`config.mk`:
```
export PLATFORM = sky130hd
export DESIGN_NAME = fragment_transfer_ack_retry
export DESIGN_NICKNAME = d
export VERILOG_FILES = /design/src/rtl/ftar_pkg.sv /design/src/rtl/fragment_transfer_ack_retry.sv
export SDC_FILE = /design/constraint.sdc
export NUM_CORES = 1
export LEC_CHECK = 0
export ABC_CLOCK_PERIOD_IN_PS = 5300
export BUFFER_PORTS_ARGS = -buffer_cell sky130_fd_sc_hd__buf_2
export CAP_MARGIN = 20
export CORE_ASPECT_RATIO = 1.1
export CORE_MARGIN = 3
export CORE_UTILIZATION = 38
export CTS_CLUSTER_DIAMETER = 80
export DETAILED_ROUTE_END_ITERATION = 10
export PLACE_DENSITY = 0.66
export SETUP_SLACK_MARGIN = 0.02
export SLEW_MARGIN = 25
export SYNTH_ARGS = -nofsm -noshare
export SYNTH_HDL_FRONTEND = slang
export SYNTH_SLANG_ARGS = --single-unit
```
`constraint.sdc`:
```
create_clock -name clock -period 5.3 [get_ports clock]
set_input_delay 1.06 -clock clock [delete_from_list [all_inputs] [get_ports clock]]
set_output_delay 1.06 -clock clock [all_outputs]
set_load 0.1 [all_outputs]
```
`src/rtl/ftar_pkg.sv`:
```
// ftar_pkg: shared types and constants for the fragment transfer sender.
// Transaction payload structs, action and mode codes, fragment geometry.
// No dependencies.
`timescale 1ns / 1ps
`default_nettype none
package ftar_pkg;

   // Fragment geometry; fragment size must stay a power of two
   localparam int unsigned FRAG_BYTES      = 256;
   localparam int unsigned FRAG_SHIFT      = $clog2(FRAG_BYTES);
   localparam int unsigned MAX_IMAGE_BYTES = 1048576;

   localparam int unsigned MAX_ATTEMPTS = 3;
   localparam logic [15:0] HDR_ACK_INDEX = 16'hFFFF;

   // Request modes
   localparam logic [1:0] MODE_TICK   = 2'd0;
   localparam logic [1:0] MODE_START  = 2'd1;
   localparam logic [1:0] MODE_ACK    = 2'd2;
   localparam logic [1:0] MODE_CANCEL = 2'd3;

   // Response actions
   localparam logic [2:0] ACT_NONE    = 3'd0;
   localparam logic [2:0] ACT_HEADER  = 3'd1;
   localparam logic [2:0] ACT_FRAG    = 3'd2;
   localparam logic [2:0] ACT_SUCCESS = 3'd3;
   localparam logic [2:0] ACT_FAILURE = 3'd4;
   localparam logic [2:0] ACT_REFUSED = 3'd5;

   // Configuration register indexes
   localparam logic [1:0] CSR_ACK_ENABLED      = 2'd0;
   localparam logic [1:0] CSR_RETRY_ENABLED    = 2'd1;
   localparam logic [1:0] CSR_CHECKSUM_ENABLED = 2'd2;
   localparam logic [1:0] CSR_TIMEOUT_TICKS    = 2'd3;

   localparam logic [15:0] TIMEOUT_RESET = 16'd1000;

   typedef struct packed {
      logic [1:0]  mode;
      logic [20:0] image_size;
      logic        ack_marker_ok;
      logic [15:0] ack_index;
      logic [7:0]  ack_status;
   } req_type;

   typedef struct packed {
      logic [2:0]  action;
      logic [11:0] frag_index;
      logic [19:0] frag_offset;
      logic [8:0]  frag_size;
      logic        frag_last;
      logic [12:0] total_frags;
      logic [2:0]  header_flags;
      logic        busy_res;
   } rsp_type;

endpackage
`default_nettype wire

```
`src/rtl/fragment_transfer_ack_retry.sv`:
```
// Request register, then response register. Throughput: one transaction
// per cycle unless rsp_ready stalls; the request register holds one
// transaction while a finished response waits in the response register.
// Reset: synchronous, active high; transfer idle, ack/retry/checksum enabled,
// timeout 1000 ticks.
// Stop-and-wait fragment sender; depends on ftar_pkg.
`timescale 1ns / 1ps
`default_nettype none
module fragment_transfer_ack_retry (
   input  wire                   clock,
   input  wire                   reset,
   input  wire                   req_valid,
   output logic                  req_ready,
   input  wire ftar_pkg::req_type req_data,
   output logic                  rsp_valid,
   input  wire                   rsp_ready,
   output ftar_pkg::rsp_type     rsp_data,
   input  wire                   csr_write,
   input  wire  [1:0]            csr_index,
   input  wire  [15:0]           csr_data
);

   typedef enum logic [2:0] {
      PH_IDLE, PH_SEND_HDR, PH_WAIT_HDR, PH_SEND_FRAG,
      PH_WAIT_FRAG, PH_RETRY_FRAG, PH_DONE, PH_ERROR
   } phase_type;

   localparam logic [16:0] WAIT_MAX = 17'h1FFFF;

   // configuration
   logic        ack_en_ff, retry_en_ff, csum_en_ff;
   logic [15:0] timeout_ff;

   // pipeline
   logic              in_valid_ff;
   ftar_pkg::req_type in_ff;
   logic              out_valid_ff;
   ftar_pkg::rsp_type out_ff;
   logic              move;

   // transfer state
   phase_type   phase_ff, phase_in;
   logic [11:0] cur_frag_ff, cur_frag_in;
   logic [12:0] frag_count_ff, frag_count_in;
   logic [20:0] image_bytes_ff, image_bytes_in;
   logic [1:0]  retry_ff, retry_in;
   logic [16:0] wait_ff, wait_in;
   ftar_pkg::rsp_type rsp_in;

   // fragment geometry for the current fragment
   logic [20:0] frag_off;
   logic [21:0] frag_end;
   logic [8:0]  frag_size;
   logic        frag_last;
   logic [12:0] next_frag;
   logic        last_reached;
   logic [16:0] wait_sat;
   logic        timed_out;
   logic [1:0]  retry_inc;
   logic        retry_exhausted;
   logic [2:0]  hdr_flags;
   logic [12:0] start_count;
   logic        start_bad;

   assign move      = in_valid_ff && (!out_valid_ff || rsp_ready);
   assign req_ready = !in_valid_ff || move;
   assign rsp_valid = out_valid_ff;
   assign rsp_data  = out_ff;

   assign frag_off  = 21'(cur_frag_ff) << ftar_pkg::FRAG_SHIFT;
   assign frag_end  = 22'(frag_off) + 22'(ftar_pkg::FRAG_BYTES);
   assign frag_size = (frag_end > 22'(image_bytes_ff))
                      ? ((frag_off < image_bytes_ff) ? 9'(image_bytes_ff - frag_off) : 9'd0)
                      : 9'(ftar_pkg::FRAG_BYTES);
   assign frag_last = (frag_count_ff != 13'd0)
                      && (13'(cur_frag_ff) == frag_count_ff - 13'd1);
   assign next_frag    = 13'(cur_frag_ff) + 13'd1;
   assign last_reached = next_frag >= frag_count_ff;

   assign wait_sat  = (wait_ff < WAIT_MAX) ? wait_ff + 17'd1 : wait_ff;
   assign timed_out = wait_sat > 17'(timeout_ff);
   assign retry_inc = retry_ff + 2'd1;
   assign retry_exhausted = 32'(retry_inc) >= ftar_pkg::MAX_ATTEMPTS;
   assign hdr_flags = {retry_en_ff, csum_en_ff, ack_en_ff};

   assign start_count = 13'((22'(in_ff.image_size) + 22'(ftar_pkg::FRAG_BYTES - 1))
                            >> ftar_pkg::FRAG_SHIFT);
   assign start_bad   = (phase_ff != PH_IDLE) || (in_ff.image_size == 21'd0)
                        || (22'(in_ff.image_size) > 22'(ftar_pkg::MAX_IMAGE_BYTES));

   always_comb begin
      phase_in       = phase_ff;
      cur_frag_in    = cur_frag_ff;
      frag_count_in  = frag_count_ff;
      image_bytes_in = image_bytes_ff;
      retry_in       = retry_ff;
      wait_in        = wait_ff;
      rsp_in         = '0;
      rsp_in.action  = ftar_pkg::ACT_NONE;

      case (in_ff.mode)
         ftar_pkg::MODE_TICK: begin
            case (phase_ff)
               PH_SEND_HDR: begin
                  if (ack_en_ff) begin
                     phase_in = PH_WAIT_HDR;
                     wait_in  = '0;
                  end else begin
                     phase_in = PH_SEND_FRAG;
                  end
               end
               PH_WAIT_HDR: begin
                  wait_in = wait_sat;
                  if (timed_out) begin
                     retry_in = retry_inc;
                     if (retry_exhausted) begin
                        phase_in = PH_ERROR;
                     end else begin
                        phase_in            = PH_SEND_HDR;
                        rsp_in.action       = ftar_pkg::ACT_HEADER;
                        rsp_in.total_frags  = frag_count_ff;
                        rsp_in.header_flags = hdr_flags;
                     end
                  end
               end
               PH_SEND_FRAG, PH_RETRY_FRAG: begin
                  rsp_in.action      = ftar_pkg::ACT_FRAG;
                  rsp_in.frag_index  = cur_frag_ff;
                  rsp_in.frag_offset = frag_off[19:0];
                  rsp_in.frag_size   = frag_size;
                  rsp_in.frag_last   = frag_last;
                  if (ack_en_ff) begin
                     phase_in = PH_WAIT_FRAG;
                     wait_in  = '0;
                  end else if (last_reached) begin
                     phase_in = PH_DONE;
                  end else begin
                     cur_frag_in = next_frag[11:0];
                     phase_in    = PH_SEND_FRAG;
                  end
               end
               PH_WAIT_FRAG: begin
                  wait_in = wait_sat;
                  if (timed_out) begin
                     retry_in = retry_inc;
                     if (retry_exhausted) begin
                        phase_in = PH_ERROR;
                     end else begin
                        rsp_in.action      = ftar_pkg::ACT_FRAG;
                        rsp_in.frag_index  = cur_frag_ff;
                        rsp_in.frag_offset = frag_off[19:0];
                        rsp_in.frag_size   = frag_size;
                        rsp_in.frag_last   = frag_last;
                        wait_in            = '0;
                     end
                  end
               end
               PH_DONE, PH_ERROR: begin
                  phase_in       = PH_IDLE;
                  cur_frag_in    = '0;
                  frag_count_in  = '0;
                  image_bytes_in = '0;
                  retry_in       = '0;
                  wait_in        = '0;
                  rsp_in.action  = (phase_ff == PH_DONE) ? ftar_pkg::ACT_SUCCESS
                                                         : ftar_pkg::ACT_FAILURE;
               end
               default: begin
               end
            endcase
         end
         ftar_pkg::MODE_START: begin
            if (start_bad) begin
               rsp_in.action = ftar_pkg::ACT_REFUSED;
            end else begin
               image_bytes_in      = in_ff.image_size;
               frag_count_in       = start_count;
               cur_frag_in         = '0;
               retry_in            = '0;
               wait_in             = '0;
               phase_in            = PH_SEND_HDR;
               rsp_in.action       = ftar_pkg::ACT_HEADER;
               rsp_in.total_frags  = start_count;
               rsp_in.header_flags = hdr_flags;
            end
         end
         ftar_pkg::MODE_ACK: begin
            if (ack_en_ff && in_ff.ack_marker_ok) begin
               if (phase_ff == PH_WAIT_HDR) begin
                  if (in_ff.ack_index == ftar_pkg::HDR_ACK_INDEX
                      && in_ff.ack_status == 8'd0) begin
                     phase_in = PH_SEND_FRAG;
                     retry_in = '0;
                  end else begin
                     phase_in = PH_ERROR;
                  end
               end else if (phase_ff == PH_WAIT_FRAG
                            && in_ff.ack_index == 16'(cur_frag_ff)) begin
                  if (in_ff.ack_status == 8'd0) begin
                     retry_in = '0;
                     if (last_reached) begin
                        phase_in = PH_DONE;
                     end else begin
                        cur_frag_in = next_frag[11:0];
                        phase_in    = PH_SEND_FRAG;
                     end
                  end else if (retry_en_ff) begin
                     retry_in = retry_inc;
                     phase_in = retry_exhausted ? PH_ERROR : PH_RETRY_FRAG;
                  end else begin
                     phase_in = PH_ERROR;
                  end
               end
            end
         end
         ftar_pkg::MODE_CANCEL: begin
            phase_in       = PH_IDLE;
            cur_frag_in    = '0;
            frag_count_in  = '0;
            image_bytes_in = '0;
            retry_in       = '0;
            wait_in        = '0;
         end
         default: begin
         end
      endcase

      rsp_in.busy_res = (phase_in != PH_IDLE);
   end

   always_ff @(posedge clock) begin
      if (reset) begin
         ack_en_ff      <= 1'b1;
         retry_en_ff    <= 1'b1;
         csum_en_ff     <= 1'b1;
         timeout_ff     <= ftar_pkg::TIMEOUT_RESET;
         in_valid_ff    <= 1'b0;
         out_valid_ff   <= 1'b0;
         phase_ff       <= PH_IDLE;
         cur_frag_ff    <= '0;
         frag_count_ff  <= '0;
         image_bytes_ff <= '0;
         retry_ff       <= '0;
         wait_ff        <= '0;
      end else begin
         if (csr_write) begin
            case (csr_index)
               ftar_pkg::CSR_ACK_ENABLED:      ack_en_ff   <= csr_data[0];
               ftar_pkg::CSR_RETRY_ENABLED:    retry_en_ff <= csr_data[0];
               ftar_pkg::CSR_CHECKSUM_ENABLED: csum_en_ff  <= csr_data[0];
               ftar_pkg::CSR_TIMEOUT_TICKS:    timeout_ff  <= csr_data;
               default: begin
               end
            endcase
         end

         if (req_valid && req_ready) begin
            in_valid_ff <= 1'b1;
         end else if (move) begin
            in_valid_ff <= 1'b0;
         end

         if (move) begin
            out_valid_ff   <= 1'b1;
            phase_ff       <= phase_in;
            cur_frag_ff    <= cur_frag_in;
            frag_count_ff  <= frag_count_in;
            image_bytes_ff <= image_bytes_in;
            retry_ff       <= retry_in;
            wait_ff        <= wait_in;
         end else if (rsp_ready) begin
            out_valid_ff <= 1'b0;
         end
      end
   end

   // payload registers, no reset
   always_ff @(posedge clock) begin
      if (req_valid && req_ready) begin
         in_ff <= req_data;
      end
      if (move) begin
         out_ff <= rsp_in;
      end
   end

`ifndef SYNTHESIS
   a_idle_clear: assert property (@(posedge clock) disable iff (reset)
      phase_ff == PH_IDLE |-> cur_frag_ff == 12'd0 && frag_count_ff == 13'd0)
      else $error("idle phase with stale transfer state");

   a_frag_in_range: assert property (@(posedge clock) disable iff (reset)
      phase_ff != PH_IDLE |-> frag_count_ff != 13'd0 && 13'(cur_frag_ff) < frag_count_ff)
      else $error("current fragment outside transfer");

   a_retry_limit: assert property (@(posedge clock) disable iff (reset)
      retry_ff == 2'd3 |-> phase_ff == PH_ERROR)
      else $error("attempt limit reached without error phase");

   a_end_not_busy: assert property (@(posedge clock) disable iff (reset)
      move && (rsp_in.action == ftar_pkg::ACT_SUCCESS
               || rsp_in.action == ftar_pkg::ACT_FAILURE)
      |=> phase_ff == PH_IDLE && !out_ff.busy_res)
      else $error("transfer end reported while still busy");
`endif

endmodule
`default_nettype wire

```
# Yosys cells after proc, flatten, opt, wreduce, memory -nomap -nowiden
# Cells that the tools add are included.
totals:
  reg_bits: 199
  in_bits: 71
  elab_cells: 173
classes:
  add_sub_neg: 7
  order_cmp: 7
  eq_ne: 31
  mux: 69
  reduce_logical: 34
op_table:
  columns: ["operator", "count"]
  rows:
  - ["$mux W17", 5]
  - ["$mux W12", 7]
  - ["$pmux W42 S2", 1]
  - ["$pmux W17 S4", 1]
  - ["$mux W16", 4]
  - ["$pmux W21 S3", 1]
  - ["$pmux W17 S3", 1]
  - ["$pmux W12 S4", 1]
  - ["$mux W45", 1]
  - ["$mux W44", 1]
  - ["$mux W21", 2]
  - ["$mux W3", 14]
  - ["$pmux W13 S3", 1]
  - ["$pmux W16 S2", 1]
  - ["$mux W13", 2]
  - ["$pmux W12 S2", 1]
  - ["$pmux W3 S4", 2]
  - ["$add A20 B9 Y21 const B", 1]
  - ["$add A21 B8 Y21 const B", 1]
  - ["$gt A21 B21 Y1", 1]
  - ["$gt A21 B21 Y1 const B", 1]
  - ["$logic_not A21 Y1", 1]
  - ["$lt A20 B21 Y1", 1]
  - ["$mux W2", 10]
  - ["44 further kinds", 86]

# Logic depth before layout (Yosys ltp)
# Gate-level depths: netlist (run 1).
logic_depth:
  ltp_word: 10
  ltp_mapped: 16

# Worst setup path after synthesis (run 1)
# Ideal clock, no wire load.
synth_path:
  kind: "reg2reg"
  start: "reg wait_ff[3]"
  end: "reg wait_ff[12]"
  setup_ps: 74
  arrival_time_ps: 3735
  required_time_ps: 5226
  slack_ps: 1491
  path_stages_with_launch: 15
  period_less_slack_ps: 3809
  path_cell_list: "dfxtp_1 -> clkbuf_1 -> nand4_1 -> nor4_2 -> a41oi_1 -> nand4_1 -> xnor2_1 -> ha_1 -> a211oi_1 -> nor2_1 -> o31a_1 -> o21ai_1 -> a31o_2 -> or4b_1 -> a31oi_1"
synth_via:
  elab_chain_cells: 6
  elab_cells_between_ends: 8
  cone_classes: "add/sub (1); order compare (2); mux (5)"
synth_lines:
  columns: ["element", "line", "rtl"]
  rows:
  - ["start, declared", "fragment_transfer_ack_retry.sv:47", "logic [16:0] wait_ff, wait_in;"]
  - ["start signal, assigned", "fragment_transfer_ack_retry.sv:270", "wait_ff <= wait_in;"]
  - ["$add A17 B1 Y17 / $lt A17 B17 Y1 (equally long branches)", "fragment_transfer_ack_retry.sv:80", "assign wait_sat = (wait_ff < WAIT_MAX) ? wait_ff + 17'd1 : wait_ff;"]
  - ["$mux W17 (*)", "fragment_transfer_ack_retry.sv:80", null]
  - ["$gt A17 B16 Y1 / $mux W17 (equally long branches)", "fragment_transfer_ack_retry.sv:81, fragment_transfer_ack_retry.sv:146", null]
  - ["$mux W17", "fragment_transfer_ack_retry.sv:144", "if (timed_out) begin"]
  - ["$pmux W17 S4 (*)", "fragment_transfer_ack_retry.sv:103", "case (phase_ff)"]
  - ["$pmux W17 S3 (*)", "fragment_transfer_ack_retry.sv:101", "case (in_ff.mode)"]
# Every way passes the cells marked *; elsewhere a longest branch is shown, timed or not.
# A chain may end at the register's enable or synchronous reset.

# Final worst setup path (run 1)
# Ends and elaborated chain as after synthesis.

==> results.tsv, run 1 <==
metric	value	unit
status	complete, no violations	
post-route ant nets	0	
DPL Wire Length	19250	um
Worst slew margin	33.65	%
final setup TNS	0	ns
number of global-route vias before repair	7787	
Hold Path Class	flop to flop	
CP max-delay cell	o21ai_1	
Remaining Overflow, GRT	0	
final setup vio count	0	
hold path depth	2	
RSZ-0062 raised after global routing	no	
beginning of the worst hold path	image_bytes_ff[13]	
Final Cycle Share	86.14	%
cts hold-fix bufs	0	
Power per Cell Area	283.2	mW/mm2
CTS root buf	clkbuf_16	
FF-to-FF End	wait_ff[12]	
layout cell share with drive strength beyond 1	16.35	%
number of synthesized flops with an enable pin	90	
Yosys Warn Count	0	
Filler cells	2500	
routed length per instance	17.16	um
Max Clk Rate	219.0	MHz
FF+latch count, synth	179	
TritonRoute pass-1 iters	5	
global-route wire length before repair	41120	um
Leak Pwr	4.349	nW
io pins	135	
reg2reg path depth	13	
Post-Syn Instances	1072	
Core Region	0.02549	mm2
Clk pin slew, worst setup/hold paths	0.07	ns
max_cap viols	0	
clock tree buffer depth	2	
worst-skew pair later-pin latency	0.44	ns
# DRC	0	
sequential-to-total area share from yosys stat	45.13	%
largest net degree at the start of global routing	49	
total track usage	18.27	%
reg-to-reg setup timing slack	0.73	ns
Min-Delay Endpoint	image_bytes_ff[13]	
initial DRC count	581	
area leader, netlist	edfxtp_1	
routed vias/inst	5.457	
CTS resizes	0	
Initial Utilization	38.98	%
Chip Height	175.6	um
final hold violation count	0	
Primary FF master, synth	edfxtp_1	
Critical Path AT	4.92	ns
critical setup path kind	flop to flop	
Layout area overhead	14.65	%
Netlist cell types	69	
fin nets	1290	
TritonCTS clock tree	done	
launching point of the worst reg2reg path	wait_ff[3]	
worst-margin pin slew	0.9953	ns
Avg Cell Area, Syn	9.268	um2
CP top delay family	compound AO/OA/AOI/OAI gates	
die extent in x	160.2	um
DIE AREA	0.02813	mm2
post-synth design cell area	0.009936	mm2
WL final	26080	um
H-tree Lvls	4	
Rows	61	
worst clock skew	0.01329	ns
Worst Setup Start Kind	flop	
crit path capture type	flop	
RD Place Congestion	0.9333	
total power	3.225	mW
total CTS buffers	17	
number of antenna diodes	0	
Cell Chain, Critical Path	nand4_1 > nor4_2 > a41oi_1 > nand4_1 > xnor2_1 > ha_1 > nand4_1 > nor3_1 > a221o_1 > o21ai_1 > a31o_2 > or4b_1 > a31oi_1	
Area contributors post-synth	edfxtp_1, dfxtp_1, ha_1, nand2_1, a21oi_1	
Final min period	4.565	ns
crit-path max cell delay	0.51	ns
clock sink total	179	
postcts setup bufs	0	
Buffers & Inverters on Critical Path	0	
critical path peak fanout	12	
Pins Over Slew Limit	0	
Port Buffers	126	
async set-reset flop share out of synthesis	0	%
Required @ worst endpoint	5.65	ns
Max IR drop VDD	0.1646	mV
initial antenna violation count	0	
vias post-DR	8295	
share of the synthesized area in the top cell type	27.20	%
most frequent CP cell	nand4_1	
## layout by cell type, fill, tap and decap left out, types with 6 or more instances in the layout
cell,count
a211oi_1,10
a21o_1,12
a21oi_1,87
a22o_1,12
a31oi_1,16
and2_1,23
and3_1,15
buf_2,126
buf_4,13
clkbuf_16,17
conb_1,8
dfxtp_1,89
edfxtp_1,90
ha_1,58
inv_1,56
nand2_1,134
nand3_1,67
nand4_1,28
nor2_1,47
nor3_1,24
nor4_1,10
o2111ai_1,6
o211ai_1,15
o21ai_0,33
o31ai_1,6
or3_1,6
xnor2_1,42
xor2_1,22
## synthesized netlist by cell type, drive strengths merged (24+ instances only)
cell and number:
dfxtp 89, xnor2 42, ha 58, and2 24, o21ai 34, a21oi 88
clkbuf 47, nand2 134, nor3 24, nand3 68, nand4 28, nor2 48
buf 31, edfxtp 90, inv 57
## final cells by class
| class | instances | area, um2 | share of cell area (%) |
|---|---|---|---|
| inverter | 59 | 222.7 | 1.955 |
| tap | 346 | 432.9 | 3.801 |
| sequential | 179 | 4484 | 39.37 |
| timing repair buffer | 141 | 770.7 | 6.766 |
| multi-input combinational | 763 | 4886 | 42.89 |
| clock buffer | 18 | 429.2 | 3.768 |
| clock inverter | 14 | 165.2 | 1.450 |
## registers in the layout (all words and copies together) (netlist names), 2 cells and up
| register | flops |
|---|---|
| cur_frag_ff | 12 |
| frag_count_ff | 13 |
| image_bytes_ff | 21 |
| in_ff | 48 |
| phase_ff | 3 |
| retry_ff | 2 |
| rsp_data | 42 |
| timeout_ff | 16 |
| wait_ff | 17 |
## logic make-up after synthesis
family / after synthesis / share of synthesized area (%)
AND/OR/NAND/NOR: 396 / 20.00
AO/OA/AOI/OAI: 233 / 15.39
flip-flops: 179 / 45.13
buffers and inverters: 137 / 6.070
XOR/XNOR: 64 / 5.642
adder cells (fa/ha/maj): 59 / 7.405
multiplexers: 3 / 0.3274
other: 1 / 0.03774
## per-stage QoR
step	instance area (um2)	setup slack [ns]	util, %	instances	hold slack (ns)
after floorplan	9962	1.491	-	1079	0.4319
after global placement	10750	0.9369	42.18	1486	0.4386
after detailed placement	10800	0.8206	42.35	1488	0.4435
after CTS	11390	0.7836	44.68	1520	0.4529
after global routing	11390	0.4358	44.68	1520	0.4730
final	11390	0.7348	44.68	1520	0.4515
## worst register-to-register path, stage by stage, from the launching register on
cell,delay (ns)
dfxtp_1,0.46
nand4_1,0.21
nor4_2,0.47
a41oi_1,0.47
nand4_1,0.34
xnor2_1,0.17
ha_1,0.28
nand4_1,0.14
nor3_1,0.09
a221o_1,0.31
o21ai_1,0.51
a31o_2,0.42
or4b_1,0.46
a31oi_1,0.16
## power breakdown
group,switching [mW],leakage (nW),internal [mW],total (mW)
Combinational,0.309,2.47,0.0936,0.403
Clock,0.604,0.286,0.674,1.28
Sequential,0.0416,1.59,1.50,1.54
## worst max-delay path by stage
stage	start	to	slack, ns	depth (start not counted)
3_5_place_dp	wait_ff[3]	wait_ff[12]	0.82	13
2_1_floorplan	wait_ff[3]	wait_ff[12]	1.49	14
4_1_cts	wait_ff[3]	wait_ff[12]	0.78	13
3_3_place_gp	wait_ff[3]	wait_ff[12]	0.94	13
5_1_grt	wait_ff[3]	wait_ff[13]	0.44	14
6_report	wait_ff[3]	wait_ff[12]	0.73	13
## layer usage
layer  up-vias  GRT usage [%]  wire length (um)
li1       4059              -                 -
met2       257          31.44             12890
met1      3932          23.33             11180
met3        47          3.090              1345
met5         -              0                 0
met4         0          6.184               662
(Power assumes the default switching activity.)
==> run 2: changes to the inputs <==
--- a/config.mk
+++ b/config.mk
@@ -14,6 +14,7 @@
 export CTS_CLUSTER_DIAMETER = 80
 export DETAILED_ROUTE_END_ITERATION = 10
 export PLACE_DENSITY = 0.66
+export RECOVER_POWER = 25
 export SETUP_SLACK_MARGIN = 0.02
 export SLEW_MARGIN = 25
 export SYNTH_ARGS = -nofsm -noshare
==> results.tsv, run 2 (synthesized netlist as in run 1, its figures left out) <==
metric	value	unit
status	finished, violations left	
violated checks	max-capacitance violations, max-slew violations	
Rows	61	
Final Cycle Share	86.36	%
number of global-route vias before repair	7787	
sequential power share	48.0	%
RSZ-0062 raised after global routing	no	
critical setup path kind	flop to flop	
Max Clk Rate	218.5	MHz
routed vias/inst	5.463	
DPL Wire Length	19250	um
Max IR drop VDD	0.1659	mV
largest net degree at the start of global routing	49	
Chip Height	175.6	um
Required @ worst endpoint	5.65	ns
max reg flops	48	
final hold violation count	0	
initial antenna violation count	0	
total track usage	18.27	%
most common cell after layout, fill and taps aside	nand2_1	
Final min period	4.577	ns
initial DRC count	648	
post-route ant nets	0	
global-route wire length before repair	41120	um
Sw Share	29.53	%
Most flops, register	in_ff	
worst clock skew	0.01338	ns
Leak Pwr	4.317	nW
CTS root buf	clkbuf_16	
critical path peak fanout	12	
vias post-DR	8304	
clock sink total	179	
Comb power frac	12.4	%
max_cap viols	2	
io pins	135	
layout cell share with drive strength beyond 1	15.42	%
WL final	26100	um
Initial Utilization	38.98	%
clock tree buffer depth	2	
# DRC	0	
crit path capture type	flop	
Critical Path AT	4.93	ns
die extent in x	160.2	um
Int Pwr	2.271	mW
worst-margin pin slew	2.797	ns
Pins Over Slew Limit	93	
Clk pin slew, worst setup/hold paths	0.07	ns
Layout area overhead	14.46	%
post-route cell area	0.01137	mm2
number of antenna diodes	0	
Port Buffers	126	
TritonRoute pass-1 iters	7	
fin nets	1290	
cts hold-fix bufs	0	
Remaining Overflow, GRT	0	
CTS resizes	0	
worst-skew pair later-pin latency	0.43	ns
dpl cell area	0.01080	mm2
H-tree Lvls	4	
RD Place Congestion	0.9333	
total CTS buffers	17	
P_sw	0.9515	mW
final setup vio count	0	
most frequent cells in the layout	nand2_1, buf_2, edfxtp_1, dfxtp_1, a21oi_1	
clock share of power	39.6	%
Power per Cell Area	283.4	mW/mm2
routed length per instance	17.17	um
Hold Path Class	flop to flop	
Core Region	0.02549	mm2
TritonCTS clock tree	done	
postcts setup bufs	0	
final setup TNS	0	ns
DIE AREA	0.02813	mm2
Worst Setup Start Kind	flop	
Worst slew margin	-86.45	%
==> run 2: worst paths after layout <==
| path | start | endpoint | slack, ns | cells past startpoint |
|---|---|---|---|---|
| worst min-delay path | image_bytes_ff[13] | image_bytes_ff[13] | 0.45 | 2 |
| worst max-delay path | wait_ff[3] | wait_ff[12] | 0.72 | 13 |
| worst min register to register | image_bytes_ff[13] | image_bytes_ff[13] | 0.45 | 2 |
| worst max register to register | wait_ff[3] | wait_ff[12] | 0.72 | 13 |
==> run 2: worst max-delay path: stages, from the launching register on <==
cell and delay, ns:
dfxtp_1 0.45, nand4_1 0.22, nor4_2 0.47, a41oi_1 0.48, nand4_1 0.34, xnor2_1 0.17
ha_1 0.28, nand4_1 0.14, nor3_1 0.09, a221o_1 0.31, o21ai_1 0.52, a31o_2 0.42
or4b_1 0.46, a31oi_1 0.16
==> run 2: stage by stage <==
stage	std cells	setup WS, ns	util (%)	hold WS, ns	total power, mW
floorplan	1079	1.491	-	0.4319	1.877
global placement	1486	0.9369	42.18	0.4386	1.970
detailed placement	1488	0.8206	42.35	0.4435	1.977
CTS	1520	0.7836	44.68	0.4529	3.246
global route	1520	0.4358	44.61	0.4730	3.336
finish	1520	0.7229	44.61	0.4506	3.222
==> run 2: power groups by stage <==
stage	registers, mW	clock network, mW	logic [mW]
2_1_floorplan	1.65	0	0.225
3_3_place_gp	1.58	0	0.395
3_5_place_dp	1.58	0	0.401
4_1_cts	1.54	1.30	0.402
5_1_grt	1.55	1.36	0.427
6_report	1.55	1.28	0.401
==> run 2: cell type report <==
type / count / area (um2)
Fill cell: 2506 / 14120
Multi-Input combinational cell: 763 / 4886
Sequential cell: 179 / 4484
Timing Repair Buffer: 141 / 752.0
Tap cell: 346 / 432.9
Clock buffer: 18 / 429.2
Inverter: 59 / 222.7
Clock inverter: 14 / 165.2
==> run 2: per-layer routing <==
metal	part of all wire, %	track usage, %	up-vias	wire length [um]
met5	0	0	-	0
met4	2.4	6.184	0	624
met3	5.6	3.090	46	1471
met2	49	31.44	284	12880
met1	43	23.33	3926	11120
li1	-	-	4048	-
==> run 3: changes to the inputs <==
==> constraint.sdc (replaced) <==
create_clock -name clock -period 5.3 [get_ports clock]
set_input_delay 0.795 -clock clock [delete_from_list [all_inputs] [get_ports clock]]
set_output_delay 0.795 -clock clock [all_outputs]
set_load 0.1 [all_outputs]
==> results.tsv, run 3 (synthesized netlist as in run 1, its figures left out) <==
metric	value	unit
Hold Path Class	flop to flop	
TritonCTS clock tree	done	
most frequent cells in the layout	nand2_1, buf_2, edfxtp_1, dfxtp_1, a21oi_1	
most frequent CP cell	nand4_1	
Remaining Overflow, GRT	0	
FF-to-FF End	wait_ff[12]	
RD Place Congestion	0.9345	
WP depth	13	
critical setup path kind	flop to flop	
number of antenna diodes	0	
clock tree buffer depth	2	
vias post-DR	8140	
# DRC	0	
Clk pin slew, worst setup/hold paths	0.07	ns
total CTS buffers	17	
Rows	61	
clock share of power	40.1	%
Initial Utilization	38.98	%
Final min period	4.554	ns
DIE AREA	0.02813	mm2
Core Region	0.02549	mm2
Filler cells	2491	
global-route wire length before repair	40970	um
TritonRoute pass-1 iters	7	
reg-to-reg setup timing slack	0.75	ns
CP max-delay cell	o21ai_1	
final setup vio count	0	
crit path launch	wait_ff[3]	
Critical Path AT	4.89	ns
total track usage	18.28	%
Sw Share	29.90	%
CP top delay family	compound AO/OA/AOI/OAI gates	
clock sink total	179	
crit path capture type	flop	
initial antenna violation count	0	
area of the multi-input gates	0.004886	mm2
CTS resizes	0	
sequential power share	47.6	%
Pins Over Slew Limit	133	
postcts setup bufs	0	
number of global-route vias before repair	7647	
critical path peak fanout	12	
max reg flops	48	
final hold violation count	0	
Power per Cell Area	285.4	mW/mm2
post-route ant nets	0	
worst-margin pin slew	2.710	ns
Port Buffers	126	
reg2reg path depth	13	
Worst Setup Start Kind	flop	
H-tree Lvls	4	
RSZ-0062 raised after global routing	no	
Final Cycle Share	85.93	%
Chip Height	175.6	um
cts hold-fix bufs	0	
most common cell after layout, fill and taps aside	nand2_1	
status	finished, violations left	
Worst slew margin	-80.68	%
fin nets	1290	
Layout area overhead	14.52	%
register area	0.004484	mm2
violated checks	max-capacitance violations, max-slew violations	
Comb power frac	12.3	%
io pins	135	
die extent in x	160.2	um
end of the critical path	wait_ff[12]	
worst clock skew	0.01408	ns
Cell Chain, Critical Path	nand4_1 > nor4_2 > a41oi_1 > nand4_1 > xnor2_1 > ha_1 > a211oi_1 > nor2_1 > o31a_1 > o21ai_1 > a31o_2 > or4b_1 > a31oi_1	
Buffers & Inverters on Critical Path	0	
worst-skew pair later-pin latency	0.44	ns
Int Pwr	2.277	mW
max_cap viols	3	
largest net degree at the start of global routing	49	
WL final	25900	um
layout cell share with drive strength beyond 1	15.59	%
initial DRC count	591	
launching point of the worst reg2reg path	wait_ff[3]	
total power	3.248	mW
Max Clk Rate	219.6	MHz
CTS root buf	clkbuf_16	
crit-path max cell delay	0.54	ns
routed length per instance	17.04	um
Max IR drop VDD	0.1891	mV
P_sw	0.9712	mW
DPL Wire Length	19040	um
final setup TNS	0	ns
Most flops, register	in_ff	
routed vias/inst	5.355	
Leak Pwr	4.328	nW
Required @ worst endpoint	5.64	ns
-- run 3: changes by cell type in the layout (fill, tap and decap cells not counted), moves of 2 or more --
cell / change
inv_6: +4
buf_2: +2
clkbuf_1: -2
clkinvlp_4: -2
-- run 3: cell type report --
cell class              instances  area share, %
clock inverters                15          1.550
multi-input cells             763          42.94
inverters                      59          1.957
clock buffers                  17          3.739
flip-flops and latches        179          39.41
well taps                     346          3.805
repair buffers                141          6.598
-- run 3: metrics by stage --
step                setup slack, ns  utilization, %  area, um2  instances  hold slack [ns]
finish                       0.7459           44.64      11380       1520           0.4528
global route                 0.3994           44.64      11380       1520           0.4761
CTS                          0.7878           44.71      11400       1520           0.4544
detailed placement           0.8243           42.35      10800       1488           0.4445
global placement             0.9436           42.18      10750       1486           0.4386
floorplan                     1.491               -       9962       1079           0.4319
-- run 3: power groups by stage --
stage / logic, mW / clock network [mW] / registers [mW]
final: 0.400 / 1.30 / 1.55
after global routing: 0.427 / 1.38 / 1.55
after CTS: 0.402 / 1.32 / 1.54
after detailed placement: 0.401 / 0 / 1.58
after global placement: 0.395 / 0 / 1.58
after floorplan: 0.225 / 0 / 1.65
-- run 3: metal layers --
| layer | GRT usage (%) | up-vias | part of all wire [%] |
|---|---|---|---|
| li1 | - | 4051 | - |
| met1 | 23.42 | 3840 | 44 |
| met2 | 32.36 | 229 | 50 |
| met3 | 2.854 | 20 | 4.7 |
| met4 | 4.557 | 0 | 1.2 |
| met5 | 0 | - | 0 |
-- run 3: how the worst min path moves through the flow --
stage	from	slack, ns	depth (start not counted)	endpoint
floorplan	image_bytes_ff[10]	0.43	2	image_bytes_ff[10]
global placement	image_bytes_ff[16]	0.44	2	image_bytes_ff[16]
detailed placement	image_bytes_ff[18]	0.44	2	image_bytes_ff[18]
CTS	image_bytes_ff[9]	0.45	2	image_bytes_ff[9]
global route	image_bytes_ff[18]	0.48	2	image_bytes_ff[18]
finish	image_bytes_ff[8]	0.45	2	image_bytes_ff[8]
-- run 3: worst register-to-register path, stage by stage, from the launching register on --
cell	delay, ns
dfxtp_1	0.46
nand4_1	0.22
nor4_2	0.46
a41oi_1	0.45
nand4_1	0.27
xnor2_1	0.18
ha_1	0.29
a211oi_1	0.22
nor2_1	0.07
o31a_1	0.27
o21ai_1	0.54
a31o_2	0.42
or4b_1	0.46
a31oi_1	0.16
